### src/hw/rtl/encoder_tuned_strobe_generator_assert.svh
// Assertion macros shared by the strobe generator RTL.
`ifndef ENCODER_TUNED_STROBE_GENERATOR_ASSERT_SVH
`define ENCODER_TUNED_STROBE_GENERATOR_ASSERT_SVH

// Same-cycle implication, checked outside reset.
`define ETSG_ASSERT_NOW(name, clk, rst, ante, cons, msg) \
   name: assert property (@(posedge clk) disable iff (rst) (ante) |-> (cons)) \
      else $error(msg);

// Next-cycle implication, checked outside reset.
`define ETSG_ASSERT_NEXT(name, clk, rst, ante, cons, msg) \
   name: assert property (@(posedge clk) disable iff (rst) (ante) |=> (cons)) \
      else $error(msg);

`endif

### src/hw/rtl/etsg_pkg.sv
// Shared types, constants and the encoder decode function.
`default_nettype none

package etsg_pkg;

   localparam int FREQ_W   = 6;
   localparam int TPS_W    = 16;
   localparam int PERIOD_W = 16;
   localparam int ON_W     = 14;
   localparam int REM_W    = 6;

   localparam logic [FREQ_W-1:0]   MAX_FREQUENCY = 6'd32;
   localparam logic [TPS_W-1:0]    TPS_RESET     = 16'd1000;
   localparam logic [FREQ_W-1:0]   FREQ_RESET    = 6'd1;
   localparam logic [ON_W-1:0]     ON_RESET      = 14'd250;
   localparam logic [PERIOD_W-1:0] OFF_RESET     = 16'd750;

   // one restoring step per quotient bit
   localparam int DIV_STEPS = PERIOD_W;
   localparam int CNT_W     = $clog2(DIV_STEPS);

   localparam logic ACTION_ENCODER = 1'b0;
   localparam logic ACTION_TICK    = 1'b1;

   typedef enum logic [1:0] {
      STEP_NONE,
      STEP_UP,
      STEP_DOWN
   } step_type;

   // controller to datapath
   typedef struct packed {
      logic accept;
      logic div_step;
      logic finish;
   } cmd_type;

   // datapath to controller
   typedef struct packed {
      logic recompute;
   } status_type;

   // quadrature transition decode: {previous pair, current pair}
   function automatic step_type decode_step(input logic [3:0] sum);
      step_type step;
      case (sum) inside
         4'hD, 4'h4, 4'h2, 4'hB: step = STEP_UP;
         4'hE, 4'h7, 4'h1, 4'h8: step = STEP_DOWN;
         default:                step = STEP_NONE;
      endcase
      return step;
   endfunction

endpackage

`default_nettype wire

### src/hw/rtl/etsg_dp.sv
// Datapath: frequency, phase state, serial period divider and result register.
`default_nettype none

module etsg_dp (
   input  wire logic                          clock,
   input  wire logic                          reset,
   input  wire logic                          req_action,
   input  wire logic                          req_enc_a,
   input  wire logic                          req_enc_b,
   input  wire logic                          csr_wr_en,
   input  wire logic [etsg_pkg::TPS_W-1:0]    csr_wr_data,
   input  wire etsg_pkg::cmd_type             cmd,
   output etsg_pkg::status_type               status,
   output logic                               rsp_led_on,
   output logic [etsg_pkg::FREQ_W-1:0]        rsp_frequency,
   output logic [etsg_pkg::ON_W-1:0]          rsp_on_ticks,
   output logic [etsg_pkg::PERIOD_W-1:0]      rsp_off_ticks
);

   logic [etsg_pkg::TPS_W-1:0]    tps_ff, tps_in;
   logic [1:0]                    prev_pair_ff, prev_pair_in;
   logic [etsg_pkg::FREQ_W-1:0]   freq_ff, freq_in;
   logic [etsg_pkg::ON_W-1:0]     on_len_ff, on_len_in;
   logic [etsg_pkg::PERIOD_W-1:0] off_len_ff, off_len_in;
   logic [etsg_pkg::PERIOD_W-1:0] phase_ff, phase_in;
   logic                          off_phase_ff, off_phase_in;
   logic                          recompute_ff, recompute_in;
   logic                          action_ff, action_in;
   logic [etsg_pkg::FREQ_W-1:0]   divisor_ff, divisor_in;
   logic [etsg_pkg::PERIOD_W-1:0] quot_ff, quot_in;
   logic [etsg_pkg::REM_W-1:0]    rem_ff, rem_in;
   logic                          led_ff, led_in;
   logic [etsg_pkg::FREQ_W-1:0]   out_freq_ff, out_freq_in;
   logic [etsg_pkg::ON_W-1:0]     out_on_ff, out_on_in;
   logic [etsg_pkg::PERIOD_W-1:0] out_off_ff, out_off_in;

   logic [1:0]                    pair;
   etsg_pkg::step_type            step;
   logic                          in_range;
   logic [etsg_pkg::FREQ_W-1:0]   freq_next;
   logic [etsg_pkg::REM_W:0]      shifted;
   logic [etsg_pkg::REM_W+1:0]    trial;
   logic                          borrow;
   logic [etsg_pkg::PERIOD_W-1:0] period;
   logic [etsg_pkg::ON_W-1:0]     on_calc;
   logic [etsg_pkg::PERIOD_W-1:0] off_calc;
   logic [etsg_pkg::PERIOD_W-1:0] on_len16;
   logic [etsg_pkg::PERIOD_W-1:0] tick_pc;
   logic                          tick_off;
   logic                          tick_active;
   logic                          tick_led;
   logic                          enc_led;

   // decode the sample against the stored pair and range-check the step
   assign pair = {req_enc_a, req_enc_b};
   assign step = etsg_pkg::decode_step({prev_pair_ff, pair});

   always_comb begin
      case (step)
         etsg_pkg::STEP_UP: begin
            in_range  = (freq_ff < etsg_pkg::MAX_FREQUENCY);
            freq_next = freq_ff + 1'b1;
         end
         etsg_pkg::STEP_DOWN: begin
            in_range  = (freq_ff != '0);
            freq_next = freq_ff - 1'b1;
         end
         default: begin
            in_range  = 1'b1;
            freq_next = freq_ff;
         end
      endcase
   end

   assign status.recompute = (req_action == etsg_pkg::ACTION_ENCODER) && in_range;

   // one restoring division step
   assign shifted = {rem_ff, quot_ff[etsg_pkg::PERIOD_W-1]};
   assign trial   = {1'b0, shifted} - {2'b00, divisor_ff};
   assign borrow  = trial[etsg_pkg::REM_W+1];

   // split the period into on and off lengths
   assign period   = (divisor_ff == '0) ? '0 : quot_ff;
   assign on_calc  = period[etsg_pkg::PERIOD_W-1:2];
   assign off_calc = period - {2'b00, on_calc};
   assign on_len16 = {2'b00, on_len_ff};

   // advance the on/off phase sequence by one tick
   always_comb begin
      tick_pc     = phase_ff;
      tick_off    = off_phase_ff;
      tick_active = 1'b1;
      tick_led    = 1'b0;
      if (tick_pc == '0) begin
         tick_pc = tick_off ? off_len_ff : on_len16;
         if (tick_pc == '0) begin
            tick_off = !tick_off;
            tick_pc  = tick_off ? off_len_ff : on_len16;
         end
         if (tick_pc == '0) begin
            tick_off    = 1'b0;
            tick_active = 1'b0;
         end
      end
      if (tick_active) begin
         tick_led = !tick_off;
         tick_pc  = tick_pc - 1'b1;
         if (tick_pc == '0) begin
            tick_off = !tick_off;
         end
      end
   end

   assign enc_led = !off_phase_ff && (phase_ff != '0);

   // next-state selection
   always_comb begin
      tps_in       = csr_wr_en ? csr_wr_data : tps_ff;
      prev_pair_in = prev_pair_ff;
      freq_in      = freq_ff;
      on_len_in    = on_len_ff;
      off_len_in   = off_len_ff;
      phase_in     = phase_ff;
      off_phase_in = off_phase_ff;
      recompute_in = recompute_ff;
      action_in    = action_ff;
      divisor_in   = divisor_ff;
      quot_in      = quot_ff;
      rem_in       = rem_ff;
      led_in       = led_ff;
      out_freq_in  = out_freq_ff;
      out_on_in    = out_on_ff;
      out_off_in   = out_off_ff;

      // take the item: step the frequency on an in-range encoder sample and load the divider
      if (cmd.accept) begin
         action_in    = req_action;
         recompute_in = status.recompute;
         divisor_in   = freq_next;
         quot_in      = tps_ff;
         rem_in       = '0;
         if (req_action == etsg_pkg::ACTION_ENCODER) begin
            prev_pair_in = pair;
            if (in_range) begin
               freq_in = freq_next;
            end
         end
      end

      // shift one quotient bit in
      if (cmd.div_step) begin
         rem_in  = borrow ? shifted[etsg_pkg::REM_W-1:0] : trial[etsg_pkg::REM_W-1:0];
         quot_in = {quot_ff[etsg_pkg::PERIOD_W-2:0], !borrow};
      end

      // commit the item and load the result register
      if (cmd.finish) begin
         out_freq_in = freq_ff;
         out_on_in   = on_len_ff;
         out_off_in  = off_len_ff;
         if (action_ff == etsg_pkg::ACTION_TICK) begin
            phase_in     = tick_pc;
            off_phase_in = tick_off;
            led_in       = tick_led;
         end else begin
            led_in = enc_led;
            if (recompute_ff) begin
               on_len_in  = on_calc;
               off_len_in = off_calc;
               out_on_in  = on_calc;
               out_off_in = off_calc;
            end
         end
      end
   end

   always_ff @(posedge clock) begin
      if (reset) begin
         tps_ff       <= etsg_pkg::TPS_RESET;
         prev_pair_ff <= '0;
         freq_ff      <= etsg_pkg::FREQ_RESET;
         on_len_ff    <= etsg_pkg::ON_RESET;
         off_len_ff   <= etsg_pkg::OFF_RESET;
         phase_ff     <= '0;
         off_phase_ff <= 1'b0;
         recompute_ff <= 1'b0;
         action_ff    <= etsg_pkg::ACTION_ENCODER;
      end else begin
         tps_ff       <= tps_in;
         prev_pair_ff <= prev_pair_in;
         freq_ff      <= freq_in;
         on_len_ff    <= on_len_in;
         off_len_ff   <= off_len_in;
         phase_ff     <= phase_in;
         off_phase_ff <= off_phase_in;
         recompute_ff <= recompute_in;
         action_ff    <= action_in;
      end
   end

   // divider and result payload need no reset
   always_ff @(posedge clock) begin
      divisor_ff  <= divisor_in;
      quot_ff     <= quot_in;
      rem_ff      <= rem_in;
      led_ff      <= led_in;
      out_freq_ff <= out_freq_in;
      out_on_ff   <= out_on_in;
      out_off_ff  <= out_off_in;
   end

   assign rsp_led_on    = led_ff;
   assign rsp_frequency = out_freq_ff;
   assign rsp_on_ticks  = out_on_ff;
   assign rsp_off_ticks = out_off_ff;

endmodule

`default_nettype wire

### src/hw/rtl/etsg_ctrl.sv
// Controller: item sequencing, divider step count and result valid.
`default_nettype none

module etsg_ctrl (
   input  wire logic                 clock,
   input  wire logic                 reset,
   input  wire logic                 req_valid,
   output logic                      req_stall,
   output logic                      rsp_valid,
   input  wire logic                 rsp_stall,
   input  wire etsg_pkg::status_type status,
   output etsg_pkg::cmd_type         cmd
);

   typedef enum logic [1:0] {
      ST_IDLE,
      ST_DIVIDE,
      ST_FINISH
   } state_type;

   state_type                  state_ff, state_in;
   logic [etsg_pkg::CNT_W-1:0] cnt_ff, cnt_in;
   logic                       rsp_valid_ff, rsp_valid_in;
   logic                       slot_free;

   assign slot_free = !rsp_valid_ff || !rsp_stall;

   // commands to the datapath
   always_comb begin
      cmd.accept   = (state_ff == ST_IDLE) && req_valid;
      cmd.div_step = (state_ff == ST_DIVIDE);
      cmd.finish   = (state_ff == ST_FINISH) && slot_free;
   end

   // next state
   always_comb begin
      state_in     = state_ff;
      cnt_in       = cnt_ff;
      rsp_valid_in = cmd.finish || (rsp_valid_ff && rsp_stall);
      case (state_ff)
         ST_IDLE: begin
            if (cmd.accept) begin
               cnt_in   = '0;
               state_in = status.recompute ? ST_DIVIDE : ST_FINISH;
            end
         end
         ST_DIVIDE: begin
            cnt_in = cnt_ff + 1'b1;
            if (cnt_ff == etsg_pkg::CNT_W'(etsg_pkg::DIV_STEPS - 1)) begin
               state_in = ST_FINISH;
            end
         end
         ST_FINISH: begin
            if (cmd.finish) begin
               state_in = ST_IDLE;
            end
         end
         default: begin
            state_in = ST_IDLE;
         end
      endcase
   end

   // hold state, step count and result valid
   always_ff @(posedge clock) begin
      if (reset) begin
         state_ff     <= ST_IDLE;
         cnt_ff       <= '0;
         rsp_valid_ff <= 1'b0;
      end else begin
         state_ff     <= state_in;
         cnt_ff       <= cnt_in;
         rsp_valid_ff <= rsp_valid_in;
      end
   end

   assign req_stall = (state_ff != ST_IDLE);
   assign rsp_valid = rsp_valid_ff;

endmodule

`default_nettype wire

### src/hw/rtl/encoder_tuned_strobe_generator.sv
// Top level of the encoder-tuned strobe generator.
//
//   channel   direction  handshake            payload
//   req_      in         req_valid/req_stall  action, enc_a, enc_b
//   rsp_      out        rsp_valid/rsp_stall  led_on, frequency, on_ticks, off_ticks
//   csr_      in         csr_wr_en            ticks_per_second (csr_wr_data)
//
// A tick, or an encoder sample whose step is refused, goes from accept straight to the
// finish state, which loads the result register once the result slot is free. Any other
// encoder sample (a step taken or no step, 0 Hz included) first runs the 16-step serial
// divider that works out the period, then finishes the same way. One item is in work at a
// time; the next one is accepted while the result register still waits on rsp_stall.
// Synchronous active-high reset; no clearing pass is needed after it.
`default_nettype none

module encoder_tuned_strobe_generator (
   input  wire logic                          clock,
   input  wire logic                          reset,
   input  wire logic                          req_valid,
   output logic                               req_stall,
   input  wire logic                          req_action,
   input  wire logic                          req_enc_a,
   input  wire logic                          req_enc_b,
   output logic                               rsp_valid,
   input  wire logic                          rsp_stall,
   output logic                               rsp_led_on,
   output logic [etsg_pkg::FREQ_W-1:0]        rsp_frequency,
   output logic [etsg_pkg::ON_W-1:0]          rsp_on_ticks,
   output logic [etsg_pkg::PERIOD_W-1:0]      rsp_off_ticks,
   input  wire logic                          csr_wr_en,
   input  wire logic [etsg_pkg::TPS_W-1:0]    csr_wr_data
);

   etsg_pkg::cmd_type    cmd;
   etsg_pkg::status_type status;

   etsg_ctrl u_ctrl (
      .clock     (clock),
      .reset     (reset),
      .req_valid (req_valid),
      .req_stall (req_stall),
      .rsp_valid (rsp_valid),
      .rsp_stall (rsp_stall),
      .status    (status),
      .cmd       (cmd)
   );

   etsg_dp u_dp (
      .clock         (clock),
      .reset         (reset),
      .req_action    (req_action),
      .req_enc_a     (req_enc_a),
      .req_enc_b     (req_enc_b),
      .csr_wr_en     (csr_wr_en),
      .csr_wr_data   (csr_wr_data),
      .cmd           (cmd),
      .status        (status),
      .rsp_led_on    (rsp_led_on),
      .rsp_frequency (rsp_frequency),
      .rsp_on_ticks  (rsp_on_ticks),
      .rsp_off_ticks (rsp_off_ticks)
   );

   // checks on the sequencing and the result values
`include "encoder_tuned_strobe_generator_assert.svh"

   `ETSG_ASSERT_NOW(a_freq_max, clock, reset, rsp_valid,
      rsp_frequency <= etsg_pkg::MAX_FREQUENCY, "frequency above maximum")
   `ETSG_ASSERT_NOW(a_on_le_off, clock, reset, rsp_valid,
      {2'b00, rsp_on_ticks} <= rsp_off_ticks, "on length exceeds off length")
   `ETSG_ASSERT_NEXT(a_accept_busy, clock, reset, cmd.accept, req_stall,
      "controller did not leave idle after accept")
   `ETSG_ASSERT_NEXT(a_finish_valid, clock, reset, cmd.finish, rsp_valid && !req_stall,
      "finished item not presented")

endmodule

`default_nettype wire
### config.mk
export PLATFORM = sky130hd
export DESIGN_NAME = encoder_tuned_strobe_generator
export DESIGN_NICKNAME = d
export VERILOG_FILES = /design/src/hw/rtl/etsg_pkg.sv /design/src/hw/rtl/etsg_dp.sv /design/src/hw/rtl/etsg_ctrl.sv /design/src/hw/rtl/encoder_tuned_strobe_generator.sv
export VERILOG_INCLUDE_DIRS = /design/src /design/src/hw/rtl
export SDC_FILE = /design/constraint.sdc
export NUM_CORES = 1
export LEC_CHECK = 0
export ABC_AREA = 1
export BUFFER_PORTS_ARGS = -buffer_cell sky130_fd_sc_hd__buf_2
export CAP_MARGIN = 20
export CORE_AREA = 2 2 151 153
export DETAILED_ROUTE_END_ITERATION = 6
export DIE_AREA = 0 0 153 155
export PLACE_DENSITY = 0.65
export SYNTH_ARGS = -nofsm -noshare
export SYNTH_HDL_FRONTEND = slang
export SYNTH_SLANG_ARGS = --single-unit
### constraint.sdc
create_clock -name clock -period 4.7 [get_ports clock]
set_input_delay 0.235 -clock clock [delete_from_list [all_inputs] [get_ports clock]]
set_output_delay 0.235 -clock clock [all_outputs]
set_load 0.1 [all_outputs]
==> out/results.ini <==
[cells_and_area]
area_growth_pct = 13.4
fin_cells = 1479
nets = 1235
fin_util = 0.424
drive_gt1_frac = 0.116
antenna_cells = 0
multiInputGateArea_um2 = 4000
nFillCells = 2278
register_area_um2 = 3550

[placed_design]
place_ws_ps = 1170
port_buffers = 62
dpl.cell_count = 1447
gp_congestion = 0.885
hpwl_um = 14400

[route]
ant_nets = 0
wirelength_um = 19800
drt_iter0_drc = 500
vias = 7272
drc = 0
drtPass1Iterations = 5
drt-vias-per-instance = 4.92
wl_per_cell_um = 13.4

[floorplanning]
io_pins = 63
die_w_um = 153
fp.coreArea_um2 = 22200
start_util = 0.374
dieArea_um2 = 23700
die_h_um = 155
rows = 55

[clock_network]
htreeDepth = 4
cts_buffers = 17
clk_latency_ps = 430
root_buffer = clkbuf_16
cts.sinks = 145
path_clk_slew_ps = 60
post_cts_buffers = 0
cts_tree = yes
cts_resized = 0
cts_hold_buf = 0
clock_path_buffers = 2

[job]
cap_violations = 0

[sta]
finalClockSkew_ps = 10.7
finalWorstPathRequiredPeriod_ps = 3550
slew_headroom = 0.325
fin_crit_sh = 0.756
hold_violations = 0
fin_setup_tns_ps = 0
report.final.setup_viol = 0
finalWorstSetupSlack_ps = 1150
rsz0062_at_grt = no
fmax_mhz = 282
tightest_slew_ps = 1000
drv_slew = 0

[synthesis]
yosys_warnings = 0
synthesis.nets = 1184
yosys-top-cells-area = edfxtp_1, dfxtp_1, nand2_1, inv_1, o21ai_0
postSynth.asyncResetShare = 0
syn-cell-area_um2 = 8310
synth.top_cell.area_share = 0.235
ys_ff_latch = 145
ys_seq_area_frac = 0.428
syn_inst = 1130
synthFlopType = dfxtp_1
yosysUniqueCellTypes = 46
synth_largest_area_cell = edfxtp_1
synth.most_common_cell = nand2_1
avgSynthCellArea_um2 = 7.35
synth_edf_count = 65
synth_top_cells_by_count = nand2_1, inv_1, o21ai_0

[power]
ir_drop_v = 0.000296
total_power_uw = 4140
cellLeakagePower_uw = 0.00433
p_per_area_nw_per_um2 = 439

[grt]
grt_usage = 0.173
antenna_found_initial = 0
grt_pass1_vias = 7091
grt_overflow_total = 0
grt_pass1_wl_um = 33700
grt_start_max_net_pins = 69

[worst_setup_path]
crit_fanout = 16
critPathMostFrequentCell = nand2_1
critical-path-max-stage-delay_ps = 410
end_kind = register
critPathArrivalTime_ps = 3750
worstPathCellList = nor4_1 -> nand3_1 -> buf_4 -> nand2_1 -> inv_1 -> ha_1 -> fa_1 -> o21ai_0 -> nand2_1 -> nand2_1 -> a21oi_1 -> nor2_1 -> o21ai_0 -> nand2_1 -> nand2_1 -> nand2_1 -> o21ai_0 -> o21ai_0 -> nand2_1 -> inv_1 -> o21ai_0 -> nand2_1 -> inv_1
crit_path_start_kind = register
critPathRequiredTime_ps = 4900
crit_slowest_cell = fa_1
critical_path_class = reg2reg

[run_status]
status = complete, no violations

[hold_path]
hold_path.class = in2reg

-- where the power goes --
part | total [µW] | switching (µW) | internal [µW]
combinational | 1330 | 940 | 385
clock | 1270 | 543 | 726
sequential | 1540 | 73.8 | 1470
-- cell usage in the layout, fill, tap and decap left out, types with 8 or more instances in the layout --
| cell type | n |
|---|---|
| buf_2 | 62 |
| nor2_1 | 93 |
| edfxtp_1 | 65 |
| dfxtp_1 | 80 |
| a21oi_1 | 70 |
| ha_1 | 27 |
| nand2_1 | 335 |
| xor2_1 | 13 |
| nand4_1 | 12 |
| o21ai_0 | 100 |
| nand3_1 | 73 |
| buf_4 | 9 |
| nand3_2 | 8 |
| clkbuf_16 | 17 |
| inv_1 | 142 |
| nor2_4 | 8 |
-- logic make-up after synthesis --
group	synth area share
AO/OA/AOI/OAI	0.127
XOR/XNOR	0.0179
adder cells (fa/ha/maj)	0.0479
buffers and inverters	0.0922
flip-flops	0.428
multiplexers	0.00121
AND/OR/NAND/NOR	0.286
-- metrics by stage --
step / instance area [µm²] / hold WS, ps
2_1_floorplan: 8310 / 361
3_3_place_gp: 8840 / 444
3_5_place_dp: 8870 / 451
4_1_cts: 9420 / 7.83
5_1_grt: 9420 / 13.5
6_report: 9420 / 17.4
-- path summary, 6_finish.rpt --
check,cells after the start,endpoint,slack [ps],start
max,23,u_dp.rsp_off_ticks[12]$_DFFE_PP_,1150,u_dp.divisor_ff[3]$_DFFE_PP_
min,3,u_dp.tps_ff[5]$_SDFFE_PP1P_,20,csr_wr_data[5]
min reg2reg,2,u_dp.tps_ff[9]$_SDFFE_PP1P_,460,u_dp.tps_ff[9]$_SDFFE_PP1P_
max reg2reg,23,u_dp.rsp_off_ticks[12]$_DFFE_PP_,1150,u_dp.divisor_ff[3]$_DFFE_PP_
-- per-layer routing --
layer | vias up | GRT usage | share of wire
li1 | 3770 | - | -
met1 | 3316 | 0.220 | 0.46
met4 | 0 | 0.0591 | 0.019
met5 | - | 0 | 0
met2 | 158 | 0.293 | 0.47
met3 | 28 | 0.0379 | 0.050
-- cell type report --
class | count | area share
Multi-Input combinational cell | 798 | 0.424
Sequential cell | 145 | 0.377
Tap cell | 285 | 0.0379
Clock buffer | 19 | 0.0460
Timing Repair Buffer | 72 | 0.0430
Clock inverter | 13 | 0.0121
Inverter | 147 | 0.0594
-- flip-flops by register name, summed over array words and instances, names as in the netlist --
| register | count |
|---|---|
| u_dp.recompute_ff | 1 |
| u_dp.off_phase_ff | 1 |
| u_dp.tps_ff | 16 |
| u_dp.off_len_ff | 16 |
| u_dp.quot_ff | 16 |
| u_dp.divisor_ff | 6 |
| u_dp.rsp_on_ticks | 14 |
| u_dp.rsp_led_on | 1 |
| u_dp.prev_pair_ff | 2 |
| u_ctrl.state_ff | 2 |
| u_ctrl.rsp_valid | 1 |
| u_dp.rsp_off_ticks | 16 |
| u_dp.phase_ff | 16 |
| u_dp.on_len_ff | 14 |
| u_dp.freq_ff | 6 |
| u_dp.action_ff | 1 |
| u_dp.rsp_frequency | 6 |
| u_dp.rem_ff | 6 |
| u_ctrl.cnt_ff | 4 |
-- worst max-delay path, delay by kind of cell (launching register included) --
family,cells,cell delay (ps)
flops,1,390
simple gates,11,1130
fa+ha+maj,2,630
buf+inv,4,350
compound gates,6,820
No activity file was read; power rests on OpenSTA's default activity.
